**config.mk**
```make
export PLATFORM = sky130hd
export DESIGN_NAME = rtcm3_frame_type_byte_counter_top
export DESIGN_NICKNAME = d
export VERILOG_FILES = /design/src/hw/rtl/rtcm_pkg.sv /design/src/hw/rtl/rtcm_front.sv /design/src/hw/rtl/rtcm_queue.sv /design/src/hw/rtl/rtcm_back.sv /design/src/hw/rtl/rtcm3_frame_type_byte_counter_top.sv
export VERILOG_INCLUDE_DIRS = /design/src /design/src/hw/rtl
export SDC_FILE = /design/constraint.sdc
export NUM_CORES = 2
export LEC_CHECK = 0
export BUFFER_PORTS_ARGS = -buffer_cell sky130_fd_sc_hd__buf_2
export CAP_MARGIN = 40
export CORE_MARGIN = 2
export CORE_UTILIZATION = 57
export CTS_CLUSTER_DIAMETER = 200
export DETAILED_ROUTE_END_ITERATION = 8
export PLACE_DENSITY = 0.8
export SLEW_MARGIN = 10
export SYNTH_ARGS = -nofsm -noshare
export SYNTH_HDL_FRONTEND = slang
export SYNTH_HIERARCHICAL = 1
export SYNTH_SLANG_ARGS = --single-unit
```
**constraint.sdc**
```tcl
create_clock -name clk -period 4.92 [get_ports clk]
set_clock_uncertainty 0.2 [all_clocks]
set_input_delay 0.492 -clock clk [delete_from_list [all_inputs] [get_ports clk]]
set_output_delay 0.492 -clock clk [all_outputs]
set_load 0.01 [all_outputs]
```
**src/hw/rtl/rtcm3_frame_type_byte_counter_top_macros.svh**
```systemverilog
// assertion macros for the rtcm3 frame type byte counter
`ifndef RTCM3_FRAME_TYPE_BYTE_COUNTER_TOP_MACROS_SVH
`define RTCM3_FRAME_TYPE_BYTE_COUNTER_TOP_MACROS_SVH

// same-cycle implication
`define RTCM_ASSERT_IMPLY(label, clk, rst, pre, post, msg) \
  label: assert property (@(posedge clk) disable iff (rst) (pre) |-> (post)) \
    else $error(msg);

// next-cycle implication
`define RTCM_ASSERT_NEXT(label, clk, rst, pre, post, msg) \
  label: assert property (@(posedge clk) disable iff (rst) (pre) |=> (post)) \
    else $error(msg);

`endif

```
**src/hw/rtl/rtcm_pkg.sv**
```systemverilog
// shared types and constants for the rtcm3 frame type byte counter
package rtcm_pkg;

  localparam int TABLE_DEPTH_DEF = 24;
  localparam int QUEUE_DEPTH     = 4;
  localparam int QPTR_W          = 2;

  localparam logic [7:0]  PREAMBLE       = 8'hD3;
  localparam logic [9:0]  MIN_PAYLOAD    = 10'd2;
  localparam logic [10:0] FRAME_OVERHEAD = 11'd6;

  localparam logic CMD_FEED = 1'b0;
  localparam logic CMD_READ = 1'b1;

  typedef enum logic {
    OP_CREDIT = 1'b0,
    OP_READ   = 1'b1
  } op_kind_t;

  typedef struct packed {
    op_kind_t    kind;
    logic [11:0] type_code;
    logic [10:0] amount;
    logic [4:0]  read_index;
  } queue_item_t;

  typedef struct packed {
    logic [11:0] type_code;
    logic [31:0] count;
  } entry_t;

endpackage

```
**src/hw/rtl/rtcm_front.sv**
```systemverilog
// frame parser: accepts transactions and queues credit and read operations
module rtcm_front
  import rtcm_pkg::*;
(
  input  logic        clk,
  input  logic        rst,
  input  logic        in_valid,
  output logic        in_ready,
  input  logic        command,
  input  logic [7:0]  data_byte,
  input  logic [4:0]  read_index,
  input  logic        q_full,
  output logic        push,
  output queue_item_t push_item
);

  typedef enum logic [5:0] {
    P_HUNT  = 6'b000001,
    P_LEN1  = 6'b000010,
    P_LEN2  = 6'b000100,
    P_TYPE1 = 6'b001000,
    P_TYPE2 = 6'b010000,
    P_REST  = 6'b100000
  } parse_state_t;

  parse_state_t parse_state, parse_state_next;
  logic [1:0]   length_high_bits, length_high_bits_next;
  logic [7:0]   type_high_byte, type_high_byte_next;
  logic [11:0]  current_type, current_type_next;
  logic [10:0]  frame_length, frame_length_next;
  logic [10:0]  bytes_seen, bytes_seen_next;
  logic [10:0]  seen_inc;
  logic [9:0]   body_len;
  logic         accept;
  logic         feed;
  logic         frame_end;

  assign in_ready = !q_full;
  assign accept   = in_valid && in_ready;
  assign feed     = accept && (command == CMD_FEED);
  assign seen_inc = bytes_seen + 11'd1;
  assign body_len = {length_high_bits, data_byte};

  always_comb begin
    parse_state_next      = parse_state;
    length_high_bits_next = length_high_bits;
    type_high_byte_next   = type_high_byte;
    current_type_next     = current_type;
    frame_length_next     = frame_length;
    bytes_seen_next       = bytes_seen;
    frame_end             = 1'b0;
    if (feed) begin
      case (parse_state)
        P_LEN1: begin
          length_high_bits_next = data_byte[1:0];
          bytes_seen_next       = seen_inc;
          parse_state_next      = P_LEN2;
        end
        P_LEN2: begin
          bytes_seen_next = seen_inc;
          if (body_len < MIN_PAYLOAD) begin
            parse_state_next = P_HUNT;
          end else begin
            frame_length_next = {1'b0, body_len} + FRAME_OVERHEAD;
            parse_state_next  = P_TYPE1;
          end
        end
        P_TYPE1: begin
          type_high_byte_next = data_byte;
          bytes_seen_next     = seen_inc;
          parse_state_next    = P_TYPE2;
        end
        P_TYPE2: begin
          current_type_next = {type_high_byte, data_byte[7:4]};
          bytes_seen_next   = seen_inc;
          parse_state_next  = P_REST;
        end
        P_REST: begin
          bytes_seen_next = seen_inc;
          if (seen_inc >= frame_length) begin
            frame_end        = 1'b1;
            parse_state_next = P_HUNT;
          end
        end
        default: begin
          if (data_byte == PREAMBLE) begin
            bytes_seen_next  = 11'd1;
            parse_state_next = P_LEN1;
          end else begin
            parse_state_next = P_HUNT;
          end
        end
      endcase
    end
  end

  always_ff @(posedge clk) begin
    if (rst) begin
      parse_state      <= P_HUNT;
      length_high_bits <= '0;
      type_high_byte   <= '0;
      current_type     <= '0;
      frame_length     <= '0;
      bytes_seen       <= '0;
    end else begin
      parse_state      <= parse_state_next;
      length_high_bits <= length_high_bits_next;
      type_high_byte   <= type_high_byte_next;
      current_type     <= current_type_next;
      frame_length     <= frame_length_next;
      bytes_seen       <= bytes_seen_next;
    end
  end

  always_comb begin
    push                 = frame_end || (accept && (command == CMD_READ));
    push_item.kind       = (command == CMD_READ) ? OP_READ : OP_CREDIT;
    push_item.type_code  = current_type;
    push_item.amount     = frame_length;
    push_item.read_index = read_index;
  end

endmodule

```
**src/hw/rtl/rtcm_queue.sv**
```systemverilog
// short fifo between the parser and the table engine
module rtcm_queue
  import rtcm_pkg::*;
(
  input  logic        clk,
  input  logic        rst,
  input  logic        push,
  input  queue_item_t push_item,
  output logic        full,
  output logic        pop_valid,
  output queue_item_t pop_item,
  input  logic        pop
);

  queue_item_t       items [QUEUE_DEPTH];
  logic [QPTR_W-1:0] wr_ptr;
  logic [QPTR_W-1:0] rd_ptr;
  logic [QPTR_W:0]   count;
  logic              do_push;
  logic              do_pop;

  assign full      = (count == (QPTR_W + 1)'(QUEUE_DEPTH));
  assign pop_valid = (count != '0);
  assign pop_item  = items[rd_ptr];
  assign do_push   = push && !full;
  assign do_pop    = pop && pop_valid;

  always_ff @(posedge clk) begin
    if (do_push) begin
      items[wr_ptr] <= push_item;
    end
  end

  always_ff @(posedge clk) begin
    if (rst) begin
      wr_ptr <= '0;
      rd_ptr <= '0;
      count  <= '0;
    end else begin
      if (do_push) begin
        wr_ptr <= wr_ptr + QPTR_W'(1);
      end
      if (do_pop) begin
        rd_ptr <= rd_ptr + QPTR_W'(1);
      end
      if (do_push && !do_pop) begin
        count <= count + (QPTR_W + 1)'(1);
      end else if (do_pop && !do_push) begin
        count <= count - (QPTR_W + 1)'(1);
      end
    end
  end

endmodule

```
**src/hw/rtl/rtcm_back.sv**
```systemverilog
// table engine: type search, count update, entry reads and result register
module rtcm_back
  import rtcm_pkg::*;
#(
  parameter int TABLE_DEPTH = TABLE_DEPTH_DEF
) (
  input  logic                                 clk,
  input  logic                                 rst,
  input  logic                                 q_valid,
  input  queue_item_t                          q_item,
  output logic                                 q_pop,
  output logic                                 out_valid,
  input  logic                                 out_ready,
  output logic                                 entry_valid,
  output logic [11:0]                          entry_type,
  output logic [31:0]                          entry_bytes,
  output logic [4:0]                           table_fill,
  output logic [$clog2(TABLE_DEPTH + 1)-1:0]   fill
);

  localparam int FILL_W = $clog2(TABLE_DEPTH + 1);
  localparam int IDX_W  = (TABLE_DEPTH > 1) ? $clog2(TABLE_DEPTH) : 1;
  localparam int CMP_W  = (FILL_W > 5) ? FILL_W : 5;

  typedef enum logic [2:0] {
    B_IDLE = 3'b001,
    B_SCAN = 3'b010,
    B_READ = 3'b100
  } back_state_t;

  back_state_t       state, state_next;
  logic [IDX_W-1:0]  scan_idx, scan_idx_next;
  logic [FILL_W-1:0] fill_next;
  logic [11:0]       cur_type;
  logic [10:0]       amount;
  logic              rd_ok;
  logic              load_op;
  logic              load_out;
  logic              idx_ok;
  logic              last;

  entry_t            mem [TABLE_DEPTH];
  entry_t            rd_entry;
  logic              re;
  logic [IDX_W-1:0]  ra;
  logic              we;
  logic [IDX_W-1:0]  wa;
  entry_t            wd;

  assign idx_ok = CMP_W'(q_item.read_index) < CMP_W'(fill);
  assign last   = (FILL_W'(scan_idx) + FILL_W'(1)) >= fill;

  always_comb begin
    state_next    = state;
    scan_idx_next = scan_idx;
    fill_next     = fill;
    q_pop         = 1'b0;
    load_op       = 1'b0;
    load_out      = 1'b0;
    re            = 1'b0;
    ra            = '0;
    we            = 1'b0;
    wa            = '0;
    wd            = '0;
    case (state)
      B_IDLE: begin
        if (q_valid) begin
          q_pop   = 1'b1;
          load_op = 1'b1;
          if (q_item.kind == OP_READ) begin
            re         = idx_ok;
            ra         = IDX_W'(q_item.read_index);
            state_next = B_READ;
          end else if (fill == '0) begin
            we        = 1'b1;
            wd        = '{type_code: q_item.type_code, count: 32'(q_item.amount)};
            fill_next = fill + FILL_W'(1);
          end else begin
            re            = 1'b1;
            scan_idx_next = '0;
            state_next    = B_SCAN;
          end
        end
      end
      B_SCAN: begin
        if (rd_entry.type_code == cur_type) begin
          we         = 1'b1;
          wa         = scan_idx;
          wd         = '{type_code: cur_type, count: rd_entry.count + 32'(amount)};
          state_next = B_IDLE;
        end else if (last) begin
          if (fill < FILL_W'(TABLE_DEPTH)) begin
            we        = 1'b1;
            wa        = IDX_W'(fill);
            wd        = '{type_code: cur_type, count: 32'(amount)};
            fill_next = fill + FILL_W'(1);
          end
          state_next = B_IDLE;
        end else begin
          scan_idx_next = scan_idx + IDX_W'(1);
          re            = 1'b1;
          ra            = scan_idx + IDX_W'(1);
        end
      end
      B_READ: begin
        if (!out_valid || out_ready) begin
          load_out   = 1'b1;
          state_next = B_IDLE;
        end
      end
      default: begin
        state_next = B_IDLE;
      end
    endcase
  end

  always_ff @(posedge clk) begin
    if (we) begin
      mem[wa] <= wd;
    end
    if (re) begin
      rd_entry <= mem[ra];
    end
  end

  always_ff @(posedge clk) begin
    if (load_op) begin
      cur_type <= q_item.type_code;
      amount   <= q_item.amount;
      rd_ok    <= idx_ok;
    end
    if (load_out) begin
      entry_valid <= rd_ok;
      entry_type  <= rd_ok ? rd_entry.type_code : 12'd0;
      entry_bytes <= rd_ok ? rd_entry.count : 32'd0;
      table_fill  <= 5'(fill);
    end
  end

  always_ff @(posedge clk) begin
    if (rst) begin
      state     <= B_IDLE;
      scan_idx  <= '0;
      fill      <= '0;
      out_valid <= 1'b0;
    end else begin
      state    <= state_next;
      scan_idx <= scan_idx_next;
      fill     <= fill_next;
      if (load_out) begin
        out_valid <= 1'b1;
      end else if (out_ready) begin
        out_valid <= 1'b0;
      end
    end
  end

endmodule

```
**src/hw/rtl/rtcm3_frame_type_byte_counter_top.sv**
```systemverilog
// top level of the rtcm3 frame type byte counter
//
//   channel  direction  handshake             payload
//   in       input      in_valid / in_ready   command, data_byte, read_index
//   out      output     out_valid / out_ready entry_valid, entry_type,
//                                             entry_bytes, table_fill
//
// a feed byte is taken while the queue has room; a read leaves the queue and returns via
// the table memory's read register and the result register; a frame end is credited by
// the table engine, one entry compared per cycle through the table memory's single read port
// the input stalls only while the four-entry queue is full; a waiting result holds the engine
// synchronous reset clears the parser, queue, fill count and result valid
`include "rtcm3_frame_type_byte_counter_top_macros.svh"

module rtcm3_frame_type_byte_counter_top
  import rtcm_pkg::*;
#(
  parameter int TABLE_DEPTH = TABLE_DEPTH_DEF
) (
  input  logic        clk,
  input  logic        rst,
  input  logic        in_valid,
  output logic        in_ready,
  input  logic        command,
  input  logic [7:0]  data_byte,
  input  logic [4:0]  read_index,
  output logic        out_valid,
  input  logic        out_ready,
  output logic        entry_valid,
  output logic [11:0] entry_type,
  output logic [31:0] entry_bytes,
  output logic [4:0]  table_fill
);

  localparam int FILL_W = $clog2(TABLE_DEPTH + 1);

  logic              q_push;
  queue_item_t       q_push_item;
  logic              q_full;
  logic              q_valid;
  queue_item_t       q_item;
  logic              q_pop;
  logic [FILL_W-1:0] fill;

  rtcm_front u_front (
    .clk        (clk),
    .rst        (rst),
    .in_valid   (in_valid),
    .in_ready   (in_ready),
    .command    (command),
    .data_byte  (data_byte),
    .read_index (read_index),
    .q_full     (q_full),
    .push       (q_push),
    .push_item  (q_push_item)
  );

  rtcm_queue u_queue (
    .clk       (clk),
    .rst       (rst),
    .push      (q_push),
    .push_item (q_push_item),
    .full      (q_full),
    .pop_valid (q_valid),
    .pop_item  (q_item),
    .pop       (q_pop)
  );

  rtcm_back #(
    .TABLE_DEPTH (TABLE_DEPTH)
  ) u_back (
    .clk         (clk),
    .rst         (rst),
    .q_valid     (q_valid),
    .q_item      (q_item),
    .q_pop       (q_pop),
    .out_valid   (out_valid),
    .out_ready   (out_ready),
    .entry_valid (entry_valid),
    .entry_type  (entry_type),
    .entry_bytes (entry_bytes),
    .table_fill  (table_fill),
    .fill        (fill)
  );

  `RTCM_ASSERT_IMPLY(a_invalid_read_zero, clk, rst, out_valid && !entry_valid, (entry_type == 12'd0) && (entry_bytes == 32'd0), "invalid read carries entry data")
  `RTCM_ASSERT_IMPLY(a_fill_bound, clk, rst, 1'b1, fill <= FILL_W'(TABLE_DEPTH), "fill count beyond table depth")
  `RTCM_ASSERT_NEXT(a_fill_monotonic, clk, rst, 1'b1, fill >= $past(fill), "fill count decreased")

endmodule
```
### After elaboration in Yosys (flattened, before gate mapping)

Memory sizes are Yosys's and may differ from the RTL's. A register that Yosys moved wholly into a read port is not among the register bits.
Cells that the tools add are included.

| storage, ports and cells | value |
|---|---|
| bits in registers | 145 |
| RAM bits | 1172 |
| input port bits | 18 |
| output and inout port bits | 52 |
| word-level logic and storage cells | 163 |
| memories kept | 2 |

| operators by class | value |
|---|---|
| add/sub/neg operators | 9 |
| magnitude comparators | 5 |
| equality and inequality tests | 23 |
| muxes and demuxes | 73 |
| bitwise gates (word level) | 2 |
| reductions and logical operators | 29 |

Memories:

| name | words | bits a word | read ports | clocked after Yosys merged registers in | write ports | line | RTL |
|---|---|---|---|---|---|---|---|
| u_back.mem | 24 | 44 | 1 | 1 | 1 | rtcm_back.sv:42 | `entry_t mem [TABLE_DEPTH];` |
| u_queue.items | 4 | 29 | 1 | 1 | 1 | rtcm_queue.sv:15 | `queue_item_t items [QUEUE_DEPTH];` |

Operators by type and width:

| kind | number |
|---|---|
| two-way mux 44 bit | 6 |
| two-way mux 5 bit | 19 |
| case mux 44 bit (2 select lines) | 1 |
| adder 32 x 11 -> 32 bit | 1 |
| case mux 5 bit (2 select lines) | 3 |
| case mux 6 bit (5 select lines) | 1 |
| two-way mux 1 bit | 25 |
| two-way mux 3 bit | 8 |
| two-way mux 11 bit | 2 |
| equality test 12 bit | 1 |
| adder 10 x 3 -> 11 bit (second input constant) | 1 |
| adder 11 x 1 -> 11 bit (second input constant) | 1 |
| >= comparator 11 bit | 1 |
| adder 5 x 1 -> 5 bit (second input constant) | 2 |
| < comparator 10 x 2 -> 1 bit (second input constant) | 1 |
| != test 2 x 1 -> 1 bit (second input constant) | 5 |
| != test 2 bit (second input constant) | 5 |
| AND reduction 2 bit | 5 |
| case mux 3 bit (3 select lines) | 1 |
| equality test 8 bit (second input constant) | 1 |
| nonzero test 2 bit | 4 |
| logical AND 1 bit | 7 |
| AND reduction 7 bit | 1 |
| equality test 3 bit (second input constant) | 2 |
| other kinds (28) | 37 |

### Depth between registers and ports, before layout

| depth | value |
|---|---|
| word-level depth | 11 |
| mapped depth | 18 |
| gate-level depth less buffers | 18 |

### By module

Netlist, hierarchy kept.

By module, submodules not included:

| module | instances | cells an instance | area each (µm²) | seq. area each (µm²) |
|---|---|---|---|---|
| rtcm_back | 1 | 3491 | 47454.3 | 35534.1 |
| rtcm_queue | 1 | 199 | 4662.0 | 3663.5 |
| rtcm_front | 1 | 302 | 2648.8 | 1001.0 |

### Worst setup path after synthesis

Ideal clock, no wire load.

| path | value |
|---|---|
| path kind | reg-to-reg |
| start point | reg u_back.scan_idx[0] |
| end point | mem u_back/mem[19][0] (netlist name) (enable) |
| setup time | 0.446 ns |
| arrival time | 4.633 ns |
| data required time | 4.274 ns |
| path slack | -0.358 ns |
| stages on the path, launching flop included | 12 |
| path buffers | 1 |
| period minus slack after synthesis | 5.278 ns |
| cell sequence | dfxtp_1 -> ha_1 -> nand3_1 -> xnor2_1 -> ha_1 -> a41oi_2 -> a221oi_2 -> nor2b_1 -> clkbuf_1 -> nand3_1 -> a21o_1 -> nor2_1 |

| on the way | value |
|---|---|
| word-level cells in the longest chain between the ends | 7 |
| elaborated cells on any way between the ends | 10 |
| those cells by class | add/sub: 1; order compare: 1; mux: 8 |

Ends and longest elaborated chain:

| item | line | RTL |
|---|---|---|
| from (decl) | rtcm_back.sv:32 | `logic [IDX_W-1:0] scan_idx, scan_idx_next;` |
| from (signal assigned) | rtcm_back.sv:148 | `scan_idx <= scan_idx_next;` |
| adder 5 x 1 -> 5 bit | rtcm_back.sv:51 | `assign last = (FILL_W'(scan_idx) + FILL_W'(1)) >= fill;` |
| >= comparator 5 bit | rtcm_back.sv:51 |  |
| two-way mux 1 bit | rtcm_back.sv:91 | `end else if (last) begin` |
| two-way mux 1 bit | rtcm_back.sv:86 | `if (rd_entry.type_code == cur_type) begin` |
| case mux 1 bit (2 select lines) | rtcm_back.sv:65 | `case (state)` |
| two-way mux 1 bit | rtcm_back.sv:118 | `if (we) begin` |
| two-way mux 1 bit (implied by the code) | rtcm_back.sv:119 | `mem[wa] <= wd;` |
| to (decl) | rtcm_back.sv:42 |  |

Several ways; a longest one is shown, not always the timed one.

### Worst setup path in the final report

| path | value |
|---|---|
| start point | reg u_back.scan_idx[0] |
| end point | mem u_back/mem[20][7] (netlist name) (enable) |

The elaborated chain is that of the path after synthesis.

==> impl_metrics.csv <==
group,metric,value,unit
clock_network,clkLatencyLatePin,0.74,ns
worst_setup_path,r2r_cells,13,
routing,wl_met3,16200,um
worst_setup_path,cp_cell_sequence,"ha_1 > nand3_1 > xnor2_1 > ha_1 > a41oi_2 > a221oi_2 > buf_4 > nor2b_1 > a22oi_1 > inv_1 > nand3_1 > nor2_4 > buf_12",
floorplanning,dieArea,98600,um^2
power_and_ir_drop,ir_worst_vdd,0.359,mV
routing,ant_nets,0,
worst_setup_path,worstSetupStartpointType,"flip-flop",
routing,wl_met2,67900,um
timing,grt_setup_unrepaired,"no",
yosys,synth_top_family_by_area,"simple AND/OR/NAND/NOR gates",
timing,maxSlewViolCount,0,
clock_network,cts_inserted_buffers,132,
place,dpl.hpwl,76800,um
clock_network,tritoncts,"yes",
worst_setup_path,path_max_fanout,31,
routing,num_vias,34900,
yosys,ys_seq_area_frac,0.734,
worst_hold_path,hold_start,"data_byte[1]",
routing,wl_per_cell,25.6,um
floorplanning,std_cell_rows,113,
routing,drt_pre_antenna_iters,6,
routing,drtIter0Drc,5134,
worst_hold_path,min_to,"u_front/frame_length[1]",
place,gp_congestion,0.853,
yosys,synthXorXnorAreaFrac,0.0102,
timing,min_period,4.55,ns
floorplanning,start_util,0.576,
clock_network,cts_buffer_depth,3,
yosys,synth_seq_cells,1363,
grt,grt_pass1_wl,209000,um
yosys,ys_async_sr_fraction,0,
yosys,synth.avg_cell_area,13.7,um^2
timing,fmax,220,MHz
floorplanning,core,95200,um^2
power_and_ir_drop,p_total,31800,uW
worst_setup_path,crit_type,"flip-flop to flip-flop",
worst_hold_path,min_path_cells,4,
yosys,synth_area,54800,um^2
grt,antenna_found_initial,1,
routing,top_layer,"met5",
routing,finalWirelength,140000,um
clock_network,cts_resized,0,
yosys,synth_compound_area_frac,0.0706,
power_and_ir_drop,power.density,515,nW/um^2
clock_network,root_buffer,"clkbuf_16",
layout,area_delta_synth_final,12.8,%
floorplanning,fp.dieW,314,um
worst_setup_path,cp.arrival,4.76,ns
yosys,synthMuxAreaShare,0.0261,
layout,layout.nets,4175,
place,portBuffers,69,
yosys,synth_ff_type,"edfxtp_1",
timing,finalSetupViolations,0,
clock_network,h-tree-depth,4,
yosys,synth_adder_area_share,0.0101,
worst_setup_path,rr_startpoint,"u_back/scan_idx[0]",
timing,relSlewSlack,0.365,
layout,drive_above_1_share,0.118,
worst_setup_path,cp_data_required_time,5.13,ns
yosys,synth_nets,4053,
yosys,synth_edf_count,1290,
timing,tightest_slew,0.929,ns
yosys,yosysWarnings,6,
run,maxCapViolations,0,
run_status,status,"completed",
grt,grt_max_degree,129,
worst_setup_path,cp-end-kind,"flip-flop",
power_and_ir_drop,p_leak,0.0204,uW
grt,grt_usage,0.285,
timing,tns,0,ns
routing,met1_length,50100,um
layout,instances_no_fill,5485,
clock_network,cts_setup_buffers,0,
routing,post_drt_via_cell_ratio,6.37,
yosys,yosysUniqueCellTypes,82,
timing,hold_viol,0,
worst_setup_path,max_stage_delay,0.67,ns
worst_setup_path,reg2reg_slack,0.37,ns
floorplanning,die_h,314,um
worst_setup_path,crit_family,"simple AND/OR/NAND/NOR gates",
layout,final_area,61800,um^2
floorplanning,io_pins,70,
yosys,synth-simple-area-share,0.125,
clock_network,cts_sinks,1363,
timing,finalCritPeriodShare,0.926,
clock_network,postCtsHoldBufs,14,
layout,diodes,0,
place,placed_area,57400,um^2
place,place_inst,5231,
worst_setup_path,reg2reg_to,"u_back/mem[20][7]",
worst_hold_path,hold_path_class,"input port to flip-flop",
yosys,postSynthCellCount,3992,
routing,drc,0,
clock_network,path_clk_slew,0.06,ns
grt,overflow,0,
worst_setup_path,crit_slowest_cell,"nor2_4",
grt,grt_pass1_vias,34600,
worst_setup_path,critPathBufInv,3,
cells in the final DEF, fill, tap and decap left out, types with 12 or more instances in the layout:
cell,Yosys,layout
edfxtp_1,1290,1290
dlygate4sd3_1,0,14
xor2_1,27,27
clkinv_2,0,20
clkbuf_1,104,31
nand2_1,882,882
nor2_1,209,185
a211oi_1,54,54
buf_12,1,38
nor3_1,12,12
a31oi_1,46,46
mux4_2,28,28
nor2_4,0,24
nand2b_1,14,12
nand4_1,20,20
xnor2_1,37,37
buf_4,33,103
a32oi_1,85,85
o21ai_0,64,64
nand3_1,325,325
a21oi_1,179,179
dfxtp_1,73,72
ha_1,41,41
and2_1,52,52
inv_1,32,32
buf_2,86,69
and3_1,17,16
clkinv_1,0,22
o2111ai_1,43,43
a22o_1,17,17
clkbuf_16,0,136
mux2i_1,76,76
a21o_1,15,15
sequential cells by signal, summed over array words and instances (netlist names), 5 cells and up, named ones only:
register	flops
u_back/amount	11
u_back/cur_type	12
u_back/entry_bytes	32
u_back/entry_type	12
u_back/fill	5
u_back/mem	1056
u_back/rd_entry	44
u_back/scan_idx	5
u_back/table_fill	5
u_front/bytes_seen	11
u_front/current_type	12
u_front/frame_length	11
u_front/parse_state	6
u_front/type_high_byte	8
u_queue/items	116
area by class of cell:
class	count	area (um^2)
Timing Repair Buffer	229	2100
Clock buffer	169	3550
Inverter	32	120
Sequential cell	1363	40200
Tap cell	1265	1580
Fill cell	6280	33400
Clock inverter	71	703
Multi-Input combinational cell	2356	13500
how the worst max path moves through the flow:
stage | from | to | cells after the start
after floorplan | u_back/scan_idx[0] | u_back/mem[19][0] | 11
after global placement | u_back/scan_idx[0] | u_back/rd_entry[1] | 12
after detailed placement | u_back/scan_idx[0] | u_back/mem[20][7] | 13
after CTS | u_back/scan_idx[0] | u_back/mem[20][5] | 13
after global routing | u_back/scan_idx[0] | u_back/mem[20][14] | 13
final | u_back/scan_idx[0] | u_back/mem[20][7] | 13
synth_stat cells, types with 11 or more instances:
cell type | instances | area share
a211oi_1 | 54 | 0.0074
a21o_1 | 15 | 0.0021
a21oi_1 | 179 | 0.016
a22o_1 | 17 | 0.0027
a31oi_1 | 46 | 0.0053
a32oi_1 | 85 | 0.014
and2_1 | 52 | 0.0059
and3_1 | 17 | 0.0019
buf_2 | 86 | 0.0079
buf_4 | 33 | 0.0045
clkbuf_1 | 104 | 0.0071
dfxtp_1 | 73 | 0.027
edfxtp_1 | 1290 | 0.71
ha_1 | 41 | 0.0094
inv_1 | 32 | 0.0022
mux2i_1 | 76 | 0.014
mux4_2 | 28 | 0.012
nand2_1 | 882 | 0.060
nand2b_1 | 14 | 0.0016
nand3_1 | 325 | 0.030
nand4_1 | 20 | 0.0023
nor2_1 | 209 | 0.014
nor3_1 | 12 | 0.0011
o2111ai_1 | 43 | 0.0069
o21ai_0 | 64 | 0.0058
or3_1 | 11 | 0.0013
xnor2_1 | 37 | 0.0059
xor2_1 | 27 | 0.0043
routing by layer:
metal	track usage	up-vias
met3	0.0598	428
met5	0	-
met2	0.465	2342
li1	-	15100
met4	0.134	2
met1	0.368	17100
stage by stage:
step	utilization	setup WS [ns]	hold slack, ns
finish	0.649	0.365	0.0463
detailed placement	0.603	0.484	0.277
global placement	0.601	0.436	0.266
CTS	0.649	0.457	0.000593
global route	0.649	0.114	0.0541
floorplan	-	-0.358	0.206
where the power goes:
part	internal (uW)	leakage, uW	total (uW)	switching (uW)
clock network	5710	0.00208	9970	4250
logic	2360	0.00693	7560	5200
registers	13800	0.0114	14300	491
total	21900	0.0204	31800	9940
tightest hold or removal path: cells and delay by family:
family | cells | cell delay (ns)
mux | 1 | 0.10
simple gates | 1 | 0.08
buf+inv | 2 | 0.27
cell families after synthesis:
family / Yosys count
muxes: 106
adders and majority gates: 43
xor gates and xnor gates: 64
AOI/OAI and AO/OA: 563
DFF: 1363
and+or+nand+nor: 1580
buffers and inverters: 273
(Power assumes the default switching activity.)
